--- src/etfp_pkg.sv ---
// etfp_pkg: shared widths, constants, register codes and command/status types
// for the escape-time fractal pixel block. No dependencies.
package etfp_pkg;

  // fixed-point format of the complex plane
  localparam int FRAC_BITS = 28;
  localparam int COORD_W   = 44;                  // holds c and z after one update
  localparam int MUL_W     = 32;                  // multiplier operand width
  localparam int SQ_W      = 2 * MUL_W - FRAC_BITS;

  // port field widths
  localparam int IN_W      = 10;
  localparam int ORIGIN_W  = 32;
  localparam int STEP_W    = 31;
  localparam int PROD_W    = IN_W + STEP_W;
  localparam int GRAY_W    = 8;
  localparam int ITER_W    = 9;

  // configuration port
  localparam int CFG_ADDR_W = 2;
  localparam int CFG_DATA_W = 32;

  typedef enum logic [CFG_ADDR_W-1:0] {
    REG_ORIGIN_RE = 2'd0,
    REG_ORIGIN_IM = 2'd1,
    REG_STEP_RE   = 2'd2,
    REG_STEP_IM   = 2'd3
  } cfg_reg_t;

  localparam logic [ORIGIN_W-1:0] ORIGIN_RE_RST = 32'hD800_0000;  // -2.5
  localparam logic [ORIGIN_W-1:0] ORIGIN_IM_RST = 32'h1400_0000;  // 1.25
  localparam logic [STEP_W-1:0]   STEP_RE_RST   = 31'd1048576;
  localparam logic [STEP_W-1:0]   STEP_IM_RST   = 31'd655360;

  // escape radius squared, 4.0
  localparam logic [SQ_W:0] FOUR = (SQ_W + 1)'(64'd4 << FRAC_BITS);

  // default iteration limit
  localparam int DEF_MAX_ITER = 500;

  // gray level: largest k with (2k-1)^2 * iteration limit <= 4 * 255^2 * n
  localparam int RHS_W = 32;
  localparam logic [RHS_W-1:0] RHS_SCALE = 32'd260100;

  typedef logic [255:0][RHS_W-1:0] thr_tab_t;

  function automatic thr_tab_t gray_thr_table(input int unsigned iter_cap);
    thr_tab_t    tab;
    logic [63:0] t;
    tab[0] = '0;
    for (int k = 1; k < 256; k++) begin
      t      = 64'(2 * k - 1);
      tab[k] = RHS_W'(t * t * 64'(iter_cap));
    end
    return tab;
  endfunction

  typedef struct packed {
    logic [ORIGIN_W-1:0] origin_re;
    logic [ORIGIN_W-1:0] origin_im;
    logic [STEP_W-1:0]   step_re;
    logic [STEP_W-1:0]   step_im;
  } cfg_regs_t;

  // controller to datapath
  typedef struct packed {
    logic       load;       // form column and row products
    logic       setup;      // form c, clear z and count
    logic       iterate;    // cross product, new real part, count up
    logic       update;     // write back z
    logic       square;     // squares of z and range check
    logic       finish;     // latch limit flag and gray scale
    logic       gray_step;  // one bit of the gray search
    logic [2:0] gray_bit;
  } dp_cmd_t;

  // datapath to controller
  typedef struct packed {
    logic done;             // escaped or limit reached
  } dp_status_t;

endpackage

--- src/etfp_ctrl.sv ---
// etfp_ctrl: sequencer for setup, the three-step iteration loop and the
// gray level search; depends on etfp_pkg
module etfp_ctrl
  import etfp_pkg::*;
(
  input  logic       clk,
  input  logic       rst_n,
  input  logic       start,
  input  dp_status_t st,
  output dp_cmd_t    cmd,
  output logic       busy,
  output logic       out_valid
);

  typedef enum logic [2:0] {
    S_IDLE,
    S_SETUP,
    S_TEST,
    S_UPDATE,
    S_SQUARE,
    S_GRAY
  } state_t;

  state_t     state_r, state_nxt;
  logic [2:0] gbit_r, gbit_nxt;
  logic       busy_r, busy_nxt;
  logic       valid_r, valid_nxt;

  // next state and commands
  always_comb begin
    state_nxt = state_r;
    gbit_nxt  = gbit_r;
    valid_nxt = 1'b0;
    cmd       = '0;
    cmd.gray_bit = gbit_r;
    unique case (state_r)
      S_IDLE: begin
        if (start) begin
          cmd.load  = 1'b1;
          state_nxt = S_SETUP;
        end
      end
      S_SETUP: begin
        cmd.setup = 1'b1;
        state_nxt = S_TEST;
      end
      S_TEST: begin
        if (st.done) begin
          cmd.finish = 1'b1;
          gbit_nxt   = 3'd7;
          state_nxt  = S_GRAY;
        end else begin
          cmd.iterate = 1'b1;
          state_nxt   = S_UPDATE;
        end
      end
      S_UPDATE: begin
        cmd.update = 1'b1;
        state_nxt  = S_SQUARE;
      end
      S_SQUARE: begin
        cmd.square = 1'b1;
        state_nxt  = S_TEST;
      end
      S_GRAY: begin
        cmd.gray_step = 1'b1;
        gbit_nxt      = gbit_r - 3'd1;
        if (gbit_r == 3'd0) begin
          valid_nxt = 1'b1;
          state_nxt = S_IDLE;
        end
      end
      default: state_nxt = S_IDLE;
    endcase
    busy_nxt = (state_nxt != S_IDLE);
  end

  // state and registered outputs
  always_ff @(posedge clk) begin
    if (!rst_n) begin
      state_r <= S_IDLE;
      gbit_r  <= 3'd0;
      busy_r  <= 1'b0;
      valid_r <= 1'b0;
    end else begin
      state_r <= state_nxt;
      gbit_r  <= gbit_nxt;
      busy_r  <= busy_nxt;
      valid_r <= valid_nxt;
    end
  end

  assign busy      = busy_r;
  assign out_valid = valid_r;

endmodule

--- config.mk ---
export PLATFORM = sky130hd
export DESIGN_NAME = etfp_ctrl
export DESIGN_NICKNAME = d
export VERILOG_FILES = /design/src/etfp_pkg.sv /design/src/etfp_ctrl.sv
export SDC_FILE = /design/constraint.sdc
export NUM_CORES = 1
export LEC_CHECK = 0
export ABC_AREA = 0
export BUFFER_PORTS_ARGS = -buffer_cell sky130_fd_sc_hd__buf_4
export CELL_PAD_IN_SITES_DETAIL_PLACEMENT = 2
export CELL_PAD_IN_SITES_GLOBAL_PLACEMENT = 2
export CORE_MARGIN = 1
export CORE_UTILIZATION = 28
export DETAILED_ROUTE_END_ITERATION = 10
export GPL_TIMING_DRIVEN = 0
export PLACE_DENSITY_LB_ADDON = 0.1
export SLEW_MARGIN = 0
export SYNTH_ARGS = -nofsm -noshare
export SYNTH_HDL_FRONTEND = slang
export SYNTH_SLANG_ARGS = --single-unit
--- constraint.sdc ---
create_clock -name clk -period 3.15 [get_ports clk]
set_clock_uncertainty 0.05 [all_clocks]
set_input_delay 0.4725 -clock clk [delete_from_list [all_inputs] [get_ports clk]]
set_output_delay 0.4725 -clock clk [all_outputs]
set_load 0.05 [all_outputs]
-- After elaboration in Yosys (flattened, before gate mapping)
Index checks and enable logic that the tools add are counted.
- muxes and demuxes: 17
- add/subtract/negate cells: 1
- reductions and logical operators: 7
- eq/ne operators: 6
- operators with widths (kind ; count):
    $pmux 3 s5 ; 1
    $mux 3 ; 4
    $mux 1 ; 11
    $eq 3x2->1 const B ; 2
    $eq 3x3->1 const B ; 2
    $logic_not 3->1 ; 2
    $pmux 3 s2 ; 1
    $reduce_and 2->1 ; 2
    $eq 3x1->1 const B ; 1
    $reduce_bool 3->1 ; 1
    $sub 3x1->3 const B ; 1
    $ne 2x2->1 const B ; 1
    $reduce_bool 2->1 ; 1
    $reduce_or 2->1 ; 1
- logic and storage cells: 35
- input port bits: 4
- flip-flop bits (word level): 8
- output and inout port bits: 12

-- Logic depth before layout (Yosys ltp)
- depth in word-level cells: 4
- gate-level depth with buffers: 6
- gate-level depth less buffers: 6

-- Worst setup path before layout
Ideal clock, no wire load.
- path type: flip-flop to output port
- start point: register state_r[0]
- end point: output port cmd[9] in the netlist's numbering
- setup slack: 0.504 ns
- buffers on the path: 1
- arrival time: 2.124 ns
- required time: 2.627 ns
- stages on the path, launching flop included: 3
- cell sequence: dfxtp_1 buf_4 nor4b_1
- RTL lines (item ; line ; source):
    start: declaration ; etfp_ctrl.sv:24 ; state_t state_r, state_nxt;
    start signal: assignment ; etfp_ctrl.sv:86 ; state_r <= state_nxt;
    end: declaration ; etfp_ctrl.sv:10 ; output dp_cmd_t cmd,

==> flow_summary.rst <==
.. list-table::
   :header-rows: 1

   * - Metric
     - Value
   * - Result of the run
     - complete, no violations
   * - Largest net degree at the start of global routing
     - 11
   * - Share of layout cells above drive strength 1
     - between 30% and 40%
   * - Top cell family by delay on the critical path
     - simple AND/OR/NAND/NOR gates
   * - Worst slew margin relative to its limit
     - 75.3%
   * - Maximum fanout along the worst path
     - 10
   * - Power per Cell Area
     - 498 nW/um^2
   * - Post-CTS Setup Bufs
     - 0
   * - Worst Path Arrival
     - between 1 and 1.5 ns
   * - Global route total overflow
     - 0
   * - Instance count after placement with tap cells included
     - a little under 80
   * - Clock tree from TritonCTS
     - yes
   * - Number of unique standard cell types used by synthesis
     - 25
   * - Setup Viol. Count Final
     - 0
   * - Class of the tightest hold or removal check
     - primary input to register
   * - Area taken by multi-input logic gates
     - roughly 230 um^2
   * - Required time of the critical path
     - 2.63 ns
   * - Core area
     - 1380 um^2
   * - Later-pin clock latency in the skew report
     - ~0.25 ns
   * - Area of the mapped netlist
     - roughly 440 um^2
   * - Post-synth EDFFs
     - 0
   * - Delay of the slowest cell on the worst path
     - 0.35 ns
   * - Setup repair after global routing missed its margin
     - false
   * - Diodes inserted
     - 0
   * - Clock-pin slew reported for the worst setup and hold paths after clock tree synthesis
     - 0.05 ns
   * - Residual antenna-violating net count after detailed routing
     - 0
   * - NumNets Final
     - 73
   * - Final Hold Fails
     - 0
   * - Root buf cell
     - sky130_fd_sc_hd__clkbuf_4
   * - DIE AREA
     - 1740 um^2
   * - Net count after synthesis
     - 53
   * - Global-route wire length before repair
     - 1700 um
   * - Yosys warning total
     - 0
   * - Maximum frequency from static timing analysis
     - 528 MHz
   * - Filler cell count in the final layout
     - around 160
   * - Ordered cell list for the critical path
     - buf_6 > nor3b_1 > nor2b_1 > buf_4
   * - Worst Setup Start Kind
     - register
   * - Detailed-route vias per instance
     - between 4 and 5
   * - Bufs on Longest Clock Path
     - 2
   * - Horiz. Die Dim
     - 41.8 um
   * - Crit Path Category
     - register to output pin
   * - Dominant cells by area after synthesis
     - sky130_fd_sc_hd__dfxtp_1 (36%), sky130_fd_sc_hd__ha_1 (5.6%), sky130_fd_sc_hd__inv_1 (5.1%)
   * - Signed area change from the synthesized netlist to the final layout
     - 34.7%
   * - Slew at the pin closest to its max-slew limit
     - 0.365 ns
   * - Port Buffer Count
     - 15
   * - Post-synth top cells
     - sky130_fd_sc_hd__dfxtp_1 (8), sky130_fd_sc_hd__inv_1 (6), sky130_fd_sc_hd__nor2_1 (3), sky130_fd_sc_hd__nor2b_1 (3)
   * - Most frequent cell after synthesis
     - sky130_fd_sc_hd__dfxtp_1
   * - Count of H-tree levels built during CTS
     - 1
   * - Antenna violations before repair
     - 0
   * - Clock sink count
     - 8
   * - Leakage power
     - slightly above 0.3 nW
   * - Total detailed-routing wirelength
     - 1050 um
   * - Sequential cell area
     - 160 um^2
   * - Final max-slew violation count
     - 0
   * - Number of flip-flops and latches in the synthesized netlist
     - 8
   * - Final weighted congestion in routability-driven placement
     - 0.659
   * - Placed wire-length estimate
     - 788 um
   * - Vias in the first global route
     - 352
   * - Resized Gates After CTS
     - 0
   * - Setup TNS after final layout
     - 0 ns
   * - Vias after detailed routing
     - 396
   * - 1st-iter DRT viols
     - 2
   * - Share of the cycle needed by the critical path after routing
     - 60.2%
   * - I/O pins
     - 16
   * - Count of standard-cell rows
     - 13
   * - Number of buffers and inverters on the critical path
     - 2
   * - Die H
     - around 42 um
   * - Max Cap Viol
     - 0
   * - Hold bufs inserted after CTS
     - 0
   * - Synth Flop Type
     - sky130_fd_sc_hd__dfxtp_1
   * - Starting utilization of the core area
     - 32.0%
   * - Post-layout instance count excluding filler cells
     - 80
   * - Area share of the largest cell type after synthesis
     - 36.2%
   * - Remaining design rule violation count
     - 0
   * - TritonRoute pass-1 iters
     - 4
   * - Synthesized area divided by synthesized cell count
     - approximately 9.4 um^2
   * - Type of destination of the critical path
     - output pin
   * - Asr flop ratio synth
     - 0%
   * - Post-synth top area cell
     - sky130_fd_sc_hd__dfxtp_1
   * - VDD IR max
     - around 0.24 mV
   * - All-layer global routing usage
     - 13.3%
   * - CP max stage cell
     - sky130_fd_sc_hd__dfxtp_1
   * - Part of the Yosys area used for sequential elements
     - 36.2%
   * - Drt wl/cell
     - 13.2 um
   * - Post-layout min period
     - 1.89 ns
   * - Number of instances in the synthesized netlist
     - 47
   * - Total CTS buffers
     - 3
## layout by cell type (no fill, tap or decap), drive strengths merged
cell / instances
a21oi: 2
nand3b: 2
ha: 2
nor3b: 2
nor4b: 1
and3: 1
o21a: 2
o32a: 1
nor2: 3
o211a: 1
and3b: 2
o211ai: 1
nor2b: 3
dfxtp: 8
o311ai: 1
o31ai: 1
and4bb: 1
inv: 7
buf: 18
clkbuf: 3
o21ai: 2
nand2: 1
## worst paths after layout
path,cells past startpoint,startpoint,slack (ns),to
min,3,rst_n,0.43,state_r[2]
max,4,state_r[1],1.26,cmd[7]
min reg2reg,1,gbit_r[1],0.45,gbit_r[1]
max reg2reg,6,gbit_r[0],1.69,busy
## state kept, by name, indices dropped and copies added, names as in the netlist
register / cells
busy: 1
out_valid: 1
gbit_r: 3
state_r: 3
## worst register-to-register path, delay by kind of cell, from the launching register on
family,cells,cell delay (ns)
DFF,1,0.33
adders and majority gates,2,0.32
AOI/OAI and AO/OA,2,0.31
and+or+nand+nor,1,0.25
buffers and inverters,1,0.06
## routing by layer
| layer | wire, um | share of wire (%) | global-route usage [%] | vias up |
|---|---|---|---|---|
| met3 | 73 | 6.9 | 7.83 | 2 |
| met1 | 494 | 47 | 16.1 | 183 |
| met2 | 478 | 45 | 19.7 | 11 |
| met5 | 0 | 0 | 0 | - |
| li1 | - | - | - | 200 |
| met4 | 8 | 0.76 | 3.87 | 0 |
## area by class of cell
| class | count | share of cell area (%) |
|---|---|---|
| timing repair buffer | 15 | 18.9 |
| inverter | 7 | 4.40 |
| sequential | 8 | 26.8 |
| multi-input combinational | 29 | 38.6 |
| buffer | 3 | 4.40 |
| tap | 15 | 3.14 |
| clock buffer | 3 | 3.77 |
## report_power, final
part / internal, mW / total, mW / switching, mW
combinational: 0.0377 / 0.104 / 0.0661
sequential: 0.110 / 0.115 / 0.00485
clock: 0.0436 / 0.0789 / 0.0352
total: 0.191 / 0.297 / 0.106
## cell families after synthesis
| family | after synthesis | synth area share, % |
|---|---|---|
| DFF | 8 | 36.2 |
| buffers and inverters | 10 | 11.9 |
| AOI/OAI and AO/OA | 11 | 20.9 |
| and+or+nand+nor | 16 | 25.4 |
| adders and majority gates | 2 | 5.65 |
## stage by stage
step	power [mW]	utilization [%]	worst slack, ns	area, um^2	hold slack, ns
5_1_grt	0.317	43.2	1.12	597	0.437
4_1_cts	0.303	43.2	1.24	597	0.426
2_1_floorplan	0.191	-	0.504	443	0.533
3_3_place_gp	0.220	41.5	1.43	574	0.427
3_5_place_dp	0.221	41.5	1.40	574	0.433
6_report	0.297	43.2	1.26	597	0.434
Power figures use the tool's default switching activity.
