<file path="config.mk">
export PLATFORM = sky130hd
export DESIGN_NAME = etfp_cfg
export DESIGN_NICKNAME = d
export VERILOG_FILES = /design/src/etfp_pkg.sv /design/src/etfp_cfg.sv
export SDC_FILE = /design/constraint.sdc
export NUM_CORES = 1
export LEC_CHECK = 0
export BUFFER_PORTS_ARGS = -buffer_cell sky130_fd_sc_hd__clkbuf_2
export CORE_MARGIN = 5
export CORE_UTILIZATION = 30
export CTS_BUF_LIST = sky130_fd_sc_hd__clkbuf_8 sky130_fd_sc_hd__clkbuf_16
export CTS_CLUSTER_SIZE = 8
export DETAILED_ROUTE_END_ITERATION = 16
export MAX_ROUTING_LAYER = met4
export PLACE_DENSITY = 0.51
export REMOVE_ABC_BUFFERS = 1
export SLEW_MARGIN = 25
export SYNTH_ARGS = -nofsm -noshare
export SYNTH_HDL_FRONTEND = slang
export SYNTH_SLANG_ARGS = --single-unit
export TNS_END_PERCENT = 100
</file>
<file path="constraint.sdc">
create_clock -name clk -period 2.85 [get_ports clk]
set_clock_uncertainty 0.1 [all_clocks]
set_input_delay 0.4275 -clock clk [delete_from_list [all_inputs] [get_ports clk]]
set_output_delay 0.4275 -clock clk [all_outputs]
set_load 0.05 [all_outputs]
</file>
<file path="src/etfp_pkg.sv">
// etfp_pkg: shared widths, constants, register codes and command/status types
// for the escape-time fractal pixel block. No dependencies.
package etfp_pkg;

  // fixed-point format of the complex plane
  localparam int FRAC_BITS = 28;
  localparam int COORD_W   = 44;                  // holds c and z after one update
  localparam int MUL_W     = 32;                  // multiplier operand width
  localparam int SQ_W      = 2 * MUL_W - FRAC_BITS;

  // port field widths
  localparam int IN_W      = 10;
  localparam int ORIGIN_W  = 32;
  localparam int STEP_W    = 31;
  localparam int PROD_W    = IN_W + STEP_W;
  localparam int GRAY_W    = 8;
  localparam int ITER_W    = 9;

  // configuration port
  localparam int CFG_ADDR_W = 2;
  localparam int CFG_DATA_W = 32;

  typedef enum logic [CFG_ADDR_W-1:0] {
    REG_ORIGIN_RE = 2'd0,
    REG_ORIGIN_IM = 2'd1,
    REG_STEP_RE   = 2'd2,
    REG_STEP_IM   = 2'd3
  } cfg_reg_t;

  localparam logic [ORIGIN_W-1:0] ORIGIN_RE_RST = 32'hD800_0000;  // -2.5
  localparam logic [ORIGIN_W-1:0] ORIGIN_IM_RST = 32'h1400_0000;  // 1.25
  localparam logic [STEP_W-1:0]   STEP_RE_RST   = 31'd1048576;
  localparam logic [STEP_W-1:0]   STEP_IM_RST   = 31'd655360;

  // escape radius squared, 4.0
  localparam logic [SQ_W:0] FOUR = (SQ_W + 1)'(64'd4 << FRAC_BITS);

  // default iteration limit
  localparam int DEF_MAX_ITER = 500;

  // gray level: largest k with (2k-1)^2 * iteration limit <= 4 * 255^2 * n
  localparam int RHS_W = 32;
  localparam logic [RHS_W-1:0] RHS_SCALE = 32'd260100;

  typedef logic [255:0][RHS_W-1:0] thr_tab_t;

  function automatic thr_tab_t gray_thr_table(input int unsigned iter_cap);
    thr_tab_t    tab;
    logic [63:0] t;
    tab[0] = '0;
    for (int k = 1; k < 256; k++) begin
      t      = 64'(2 * k - 1);
      tab[k] = RHS_W'(t * t * 64'(iter_cap));
    end
    return tab;
  endfunction

  typedef struct packed {
    logic [ORIGIN_W-1:0] origin_re;
    logic [ORIGIN_W-1:0] origin_im;
    logic [STEP_W-1:0]   step_re;
    logic [STEP_W-1:0]   step_im;
  } cfg_regs_t;

  // controller to datapath
  typedef struct packed {
    logic       load;       // form column and row products
    logic       setup;      // form c, clear z and count
    logic       iterate;    // cross product, new real part, count up
    logic       update;     // write back z
    logic       square;     // squares of z and range check
    logic       finish;     // latch limit flag and gray scale
    logic       gray_step;  // one bit of the gray search
    logic [2:0] gray_bit;
  } dp_cmd_t;

  // datapath to controller
  typedef struct packed {
    logic done;             // escaped or limit reached
  } dp_status_t;

endpackage

</file>
<file path="src/etfp_cfg.sv">
// etfp_cfg: configuration register file (view origin and pixel steps)
// depends on etfp_pkg
module etfp_cfg
  import etfp_pkg::*;
(
  input  logic                  clk,
  input  logic                  rst_n,
  input  logic                  cfg_valid,
  input  logic [CFG_ADDR_W-1:0] cfg_index,
  input  logic [CFG_DATA_W-1:0] cfg_data,
  output cfg_regs_t             regs
);

  cfg_regs_t regs_r;

  // register write transaction, unknown index ignored
  always_ff @(posedge clk) begin
    if (!rst_n) begin
      regs_r.origin_re <= ORIGIN_RE_RST;
      regs_r.origin_im <= ORIGIN_IM_RST;
      regs_r.step_re   <= STEP_RE_RST;
      regs_r.step_im   <= STEP_IM_RST;
    end else if (cfg_valid) begin
      unique case (cfg_index)
        REG_ORIGIN_RE: regs_r.origin_re <= cfg_data[ORIGIN_W-1:0];
        REG_ORIGIN_IM: regs_r.origin_im <= cfg_data[ORIGIN_W-1:0];
        REG_STEP_RE:   regs_r.step_re   <= cfg_data[STEP_W-1:0];
        REG_STEP_IM:   regs_r.step_im   <= cfg_data[STEP_W-1:0];
        default: ;
      endcase
    end
  end

  assign regs = regs_r;

endmodule

</file>
# Yosys cells after proc, flatten, opt, wreduce, memory -nomap -nowiden
# Index checks and enable logic that the tools add are counted.
# op_classes
n_shift	0
mul	0
div_mod_pow	0
n_bitwise	0
addsub	0
eq_ne	3
magnitude_cmp	0
n_mux	0
reduce_logical	5
# ops
operator	count
$reduce_and A2 Y1	4
$eq A2 B2 Y1 const B	2
$eq A2 B1 Y1 const B	1
$logic_not A2 Y1	1
# totals
latch_bits	0
ramBits	0
n_memories	0
elab_cells	12
romBits	0
regBits	126

# Depth between registers and ports, before layout
# Gate-level depths: netlist of the first run.
# depth
depth_word	2
ltp_mapped	4
ltp_nobuf	2

# Worst setup path before layout of the first run
# OpenSTA, ideal clock, no wires.
# synth_timing
path_kind	input-to-reg
start	in cfg_index[1]
end	reg regs_r (netlist bit regs[121])
setup_time_ns	0.120
slack_ns	1.407
stages	3
arrival_time_ns	1.224
path_buffers	1
cell_sequence	or3b_1 > buf_6 > a211o_1
# synth_via
elab_chain_cells	2
# synth_rtl
element	line_no	source
from (decl)	etfp_cfg.sv:9	input logic [CFG_ADDR_W-1:0] cfg_index,
$logic_not A2 Y1	etfp_cfg.sv:24	unique case (cfg_index)
$reduce_and A2 Y1 (no source line)	-	
to (decl)	etfp_cfg.sv:14	cfg_regs_t regs_r;
# Every way passes these cells.
# A chain may end at the register's enable or synchronous reset.

# Worst setup path after layout of the first run
# layout_timing
start	reg regs_r (netlist bit regs[80])
end	out regs[80] (netlist bit)
# layout_rtl
element	line_no	source
to (decl)	etfp_cfg.sv:11	output cfg_regs_t regs
# No word-level cell between the ends.

==> results of run 1 <==
[area by class of cell]
type                       instances  area share [%]
multi-input combinational        292            31.5
tap                              211            4.22
timing repair buffer             168            14.5
sequential                       126            40.3
clock inverter                    14            2.30
clock buffer                      18            7.02
inverter                           3           0.180
[metal layers]
layer | GRT usage [%] | vias up | part of all wire (%)
met1 | 17.0 | 1721 | 45
met4 | 5.38 | 0 | 1.5
li1 | - | 1828 | -
met3 | 4.69 | 17 | 6.6
met5 | - | - | 0
met2 | 22.3 | 108 | 47
[stage by stage]
| stage | worst slack (ps) | cell area, µm² | cells |
|---|---|---|---|
| after floorplan | 840 | 4500 | 421 |
| after global placement | 953 | 5680 | 800 |
| after detailed placement | 877 | 5680 | 800 |
| after CTS | 1220 | 6260 | 832 |
| after global routing | 1200 | 6260 | 832 |
| final | 1250 | 6260 | 832 |
[worst paths after layout]
check                    start        to  slack (ps)  cells past startpoint
setup / recovery      regs[80]  regs[80]        1250                      1
hold / removal    cfg_data[31]  regs[93]         150                      3
setup reg to reg      regs[88]  regs[88]        2070                      1
hold reg to reg       regs[16]  regs[16]         360                      2
[kinds of logic after synthesis]
family / count (synthesis)
mux: 119
flops: 126
simple gates: 166
compound gates: 7
buf+inv: 36
[power groups by stage]
stage	Clock, mW	Sequential, mW	Combinational (mW)
after floorplan	0	2.12	0.128
after global placement	0	1.90	0.521
after detailed placement	0	1.90	0.527
after CTS	2.16	1.86	0.528
after global routing	2.24	1.87	0.553
final	2.10	1.86	0.521
[cells in the final DEF (no fill, tap or decap), types with 4 or more instances in the layout]
master       n
clkbuf_2   161
nand2_1    149
dfxtp_1    126
mux2i_1    119
clkbuf_16   17
a211o_1      5
clkinv_2     5
clkinv_4     4
buf_12       4
==> impl_metrics.ini, run 1 <==
[sta]
period_needed_ps = 1600
hold-worst-slack_ps = 155
setup-tns-final_ps = 0
hold_viol = 0
relSlewSlack_pct = 59.6
rsz0062_at_grt = false
worst_pin_slew_ps = 606
layout_worst_path_cycle_share_pct = 56.2
finalSetupViolCount = 0
slew_viol_final = 0
fmax_ghz = 0.624

[critical_path]
critical_path_class = reg -> out
slowest_delay_ps = 370
crit_fanout = 2
cp-end-kind = output port
crit_required_ps = 2320
cp_num_buf_inv = 1
slowest_stage = dfxtp_1
start_kind = flip-flop
crit_arrival_ps = 1070
crit_family = flip-flops
worstPathCellList = clkbuf_2

[logic_synthesis]
synth_area_leaders = dfxtp_1 (54%), mux2i_1 (25%), nand2_1 (12%), buf_4 (1.3%), clkbuf_1 (1.0%)
yosysWarnings = 0
synth-simple-area-share_pct = 15.3
ys_top_cells_by_count = nand2_1 (149), dfxtp_1 (126), mux2i_1 (119)
synth-seq-cells = 126
synth_top_cell_by_area = dfxtp_1
synth_top_area_share_pct = 53.8
synthArstFlopShare_pct = 0
syn_avg_cell_area_um2 = 10.3
syn_area_um2 = 4690
ys_seq_area_share_pct = 53.8
synth_xor_area_share_pct = 0
synth_cells = 454
synth_compound_area_share_pct = 1.25
synthDistinctLibCells = 22
yosys.cell_count.top_type = nand2_1
synth_top_family_by_area = multiplexers
synth_flop_cell = dfxtp_1
synth_edf_count = 0
synthAdderAreaFrac_pct = 0
synth_mux_area_share_pct = 25.4

[route]
vias = 3674
wirelength_um = 12400
viasPerCell = 4.42
dr.pass1.iters = 4
wl_per_cell_um = 14.9
ant_nets = 0
remaining_drc_errors = 0
drtIter0Drc = 156

[floorplanning]
placementRows = 45
die_w_um = 135
initial_core_util_pct = 30.7
io-pin-count = 163
dieHeight_um = 135
core_um2 = 15300
die_area_um2 = 18200

[power_and_ir_drop]
p_total_mw = 4.49
p_clk_share_pct = 46.9
irDropWorstVdd_v = 0.000397
power.density_nw_per_um2 = 717
power_frac_seq_pct = 41.5
intPower_mw = 3.27
p_sw_mw = 1.22
p_sw_share_pct = 27.2
p_comb_share_pct = 11.6
p_leak_nw = 3.23

[hold_path]
hold_class = in -> reg

[place]
dp_hpwl_um = 8770
io_buffers = 162
place_congestion = 0.728

[cts]
clock_sinks = 126
tritoncts = built
cts_setup_buffers = 0
clock_latency_ps = 410
clockBufferDepth = 2
cts_buffers = 17
path_clk_slew_ps = 60
htreeDepth = 4
root_buffer = clkbuf_16
hold_buffers = 0
cts_resized = 0

[global_routing]
grt-ovfl-total = 0
grt_pass1_wl_um = 19500
grt_pass1_vias = 3653
track_usage_pct = 14.2
grt_max_degree = 74
antenna_found_initial = 0

[finish]
register_area_um2 = 2520
antenna_cells = 0
largest_reg_flops = 126
syn2layout_area_growth_pct = 33.4
multiInputGateArea_um2 = 1970
finish.utilization_pct = 41.0
nets = 645
fill_cells = 1532
drive_above_1_share_pct = 32.7

[run_status]
status = finished, final reports clean

[run]
cap_violations = 0
Power figures use the tool's default switching activity.
==> inputs of run 2 (changes only) <==
- ABC_AREA: unset -> 1
- PLACE_DENSITY: 0.51 -> 0.5
- clock period: 2.85 -> 1.6 ns (I/O delays scaled with it)
==> run 2 against run 1 <==
  * Setup slack lost 1100 ps
  * Utilization shrank 0.38 points
  * Sequential power grew 82%
  * Non-clock buffer count grew 19
  * Global-route usage grew 0.61 points
  * Area after synthesis grew 10%
  * Sequential cell count is the same
  * Highest routed layer unchanged
==> impl_metrics.ini, run 2 <==
[critical_path]
crit_required_ps = 1260
crit_arrival_ps = 1070
crit_family = flip-flops
critical_path_class = reg -> out
cp_num_buf_inv = 1
slowest_delay_ps = 360
worstPathCellList = clkbuf_2
reg2reg_slack_ps = 840
crit_fanout = 2
start_kind = flip-flop
slowest_stage = dfxtp_1
cp-end-kind = output port

[finish]
multiInputGateArea_um2 = 2000
fin_area_um2 = 6960
fill_cells = 1875
syn2layout_area_growth_pct = 34.6
final_common_cell = nand2_1
antenna_cells = 0
nets = 991
largest_reg_flops = 126
most-common-layout-cells = nand2_1 (221), nor2_1 (207), clkbuf_2 (161), dfxtp_1 (126), inv_1 (121)
register_area_um2 = 2520
drive_above_1_share_pct = 21.4

[sta]
period_needed_ps = 1410
fmax_ghz = 0.711
worst_pin_slew_ps = 312
relSlewSlack_pct = 79.3
setup_ws_ps = 194
rsz0062_at_grt = false
slew_viol_final = 0
layout_worst_path_cycle_share_pct = 87.9
setup-tns-final_ps = 0
finalSetupViolCount = 0
hold_viol = 0

[logic_synthesis]
synthArstFlopShare_pct = 0
synth_edf_count = 0
ys_top_cells_by_count = nand2_1 (221), nor2_1 (207), dfxtp_1 (126)
yosysWarnings = 0
synth_area_leaders = dfxtp_1 (49%), nand2_1 (16%), nor2_1 (15%), inv_1 (8.7%), nand3_1 (4.2%)
synth-seq-cells = 126
synth_top_area_share_pct = 48.8
synth_flop_cell = dfxtp_1
yosys.cell_count.top_type = nand2_1
ys_seq_area_share_pct = 48.8
synth_cells = 795
synthDistinctLibCells = 14
synth_top_cell_by_area = dfxtp_1
syn_avg_cell_area_um2 = 6.50
syn_area_um2 = 5170

[run]
cap_violations = 0

[global_routing]
top_usage_layer = met2
grt_pass1_vias = 4450
track_usage_pct = 14.8
grt_pass1_wl_um = 23200
grt-ovfl-total = 0
grt_max_degree = 59
antenna_found_initial = 0
grt_use_met3_pct = 5.16
grt_use_met2_pct = 21.4
grt_use_met1_pct = 19.7

[cts]
htreeDepth = 4
cts_buffers = 17
clock_sinks = 126
tritoncts = built
clockBufferDepth = 2
path_clk_slew_ps = 50
clock_latency_ps = 410
cts_resized = 0
root_buffer = clkbuf_16

[place]
place_ws_ps = 331
dp_hpwl_um = 9770
place_congestion = 0.733
placed_area_um2 = 6290
io_buffers = 162

[power_and_ir_drop]
irDropWorstVdd_v = 0.000710
p_clk_share_pct = 42.8
power.density_nw_per_um2 = 1210
intPower_mw = 5.91
p_comb_share_pct = 16.8
p_sw_share_pct = 29.6
p_leak_nw = 3.90
power_frac_seq_pct = 40.4
p_sw_mw = 2.48

[route]
dr.pass1.iters = 4
wirelength_um = 14200
viasPerCell = 4.07
remaining_drc_errors = 0
wl_per_cell_um = 11.9
vias = 4839
ant_nets = 0
drtIter0Drc = 208

[floorplanning]
placementRows = 48
die_area_um2 = 20000
die_w_um = 141
dieHeight_um = 141
initial_core_util_pct = 30.2
io-pin-count = 163
core_um2 = 17100

[hold_path]
hold_class = in -> reg

[run_status]
status = finished, final reports clean
## run 2: worst paths after layout
kind | startpoint | end | depth (start not counted)
setup / recovery | regs[26] | regs[26] | 1
hold / removal | cfg_data[22] | regs[22] | 3
setup reg to reg | regs[76] | regs[76] | 4
hold reg to reg | regs[121] | regs[121] | 2
## run 2: metrics by stage
step	cells	utilization (%)	hold slack [ps]	power (mW)
CTS	1188	40.6	1.37	8.51
finish	1188	40.6	9.42	8.39
detailed placement	1148	36.7	352	4.86
global route	1188	40.6	17.6	8.82
floorplan	748	-	224	4.39
global placement	1148	36.7	345	4.86
## run 2: power groups by stage
stage	Combinational (mW)	Clock [mW]	Sequential [mW]
global route	1.54	3.87	3.41
finish	1.41	3.60	3.39
detailed placement	1.40	0	3.46
global placement	1.40	0	3.46
floorplan	0.363	0	4.02
CTS	1.43	3.69	3.39
## run 2: area by class of cell
cell class | instances | area share, %
clock inverters | 7 | 0.953
repair buffers | 187 | 16.6
well taps | 225 | 4.05
inverters | 120 | 6.47
flip-flops and latches | 126 | 36.3
clock buffers | 21 | 6.91
multi-input cells | 502 | 28.7
## run 2: cell families after synthesis
group                  count (synthesis)  synth area share, %
AO/OA/AOI/OAI                         28                 2.71
AND/OR/NAND/NOR                      474                 35.7
buffers and inverters                167                 12.8
flip-flops                           126                 48.8
## run 2: what timing repair did
item / 4_1_cts / 5_1_grt
buffers inserted: 0 / 0
hold buffers: 12 / 0
hold endpoints to repair: 13 / 0
## run 2: per-layer routing
metal / wire length (µm) / vias up / part of all wire [%]
li1: - / 2636 / -
met1: 7010 / 2077 / 49
met2: 6090 / 119 / 43
met3: 960 / 7 / 6.8
met4: 129 / 0 / 0.91
met5: 0 / - / 0
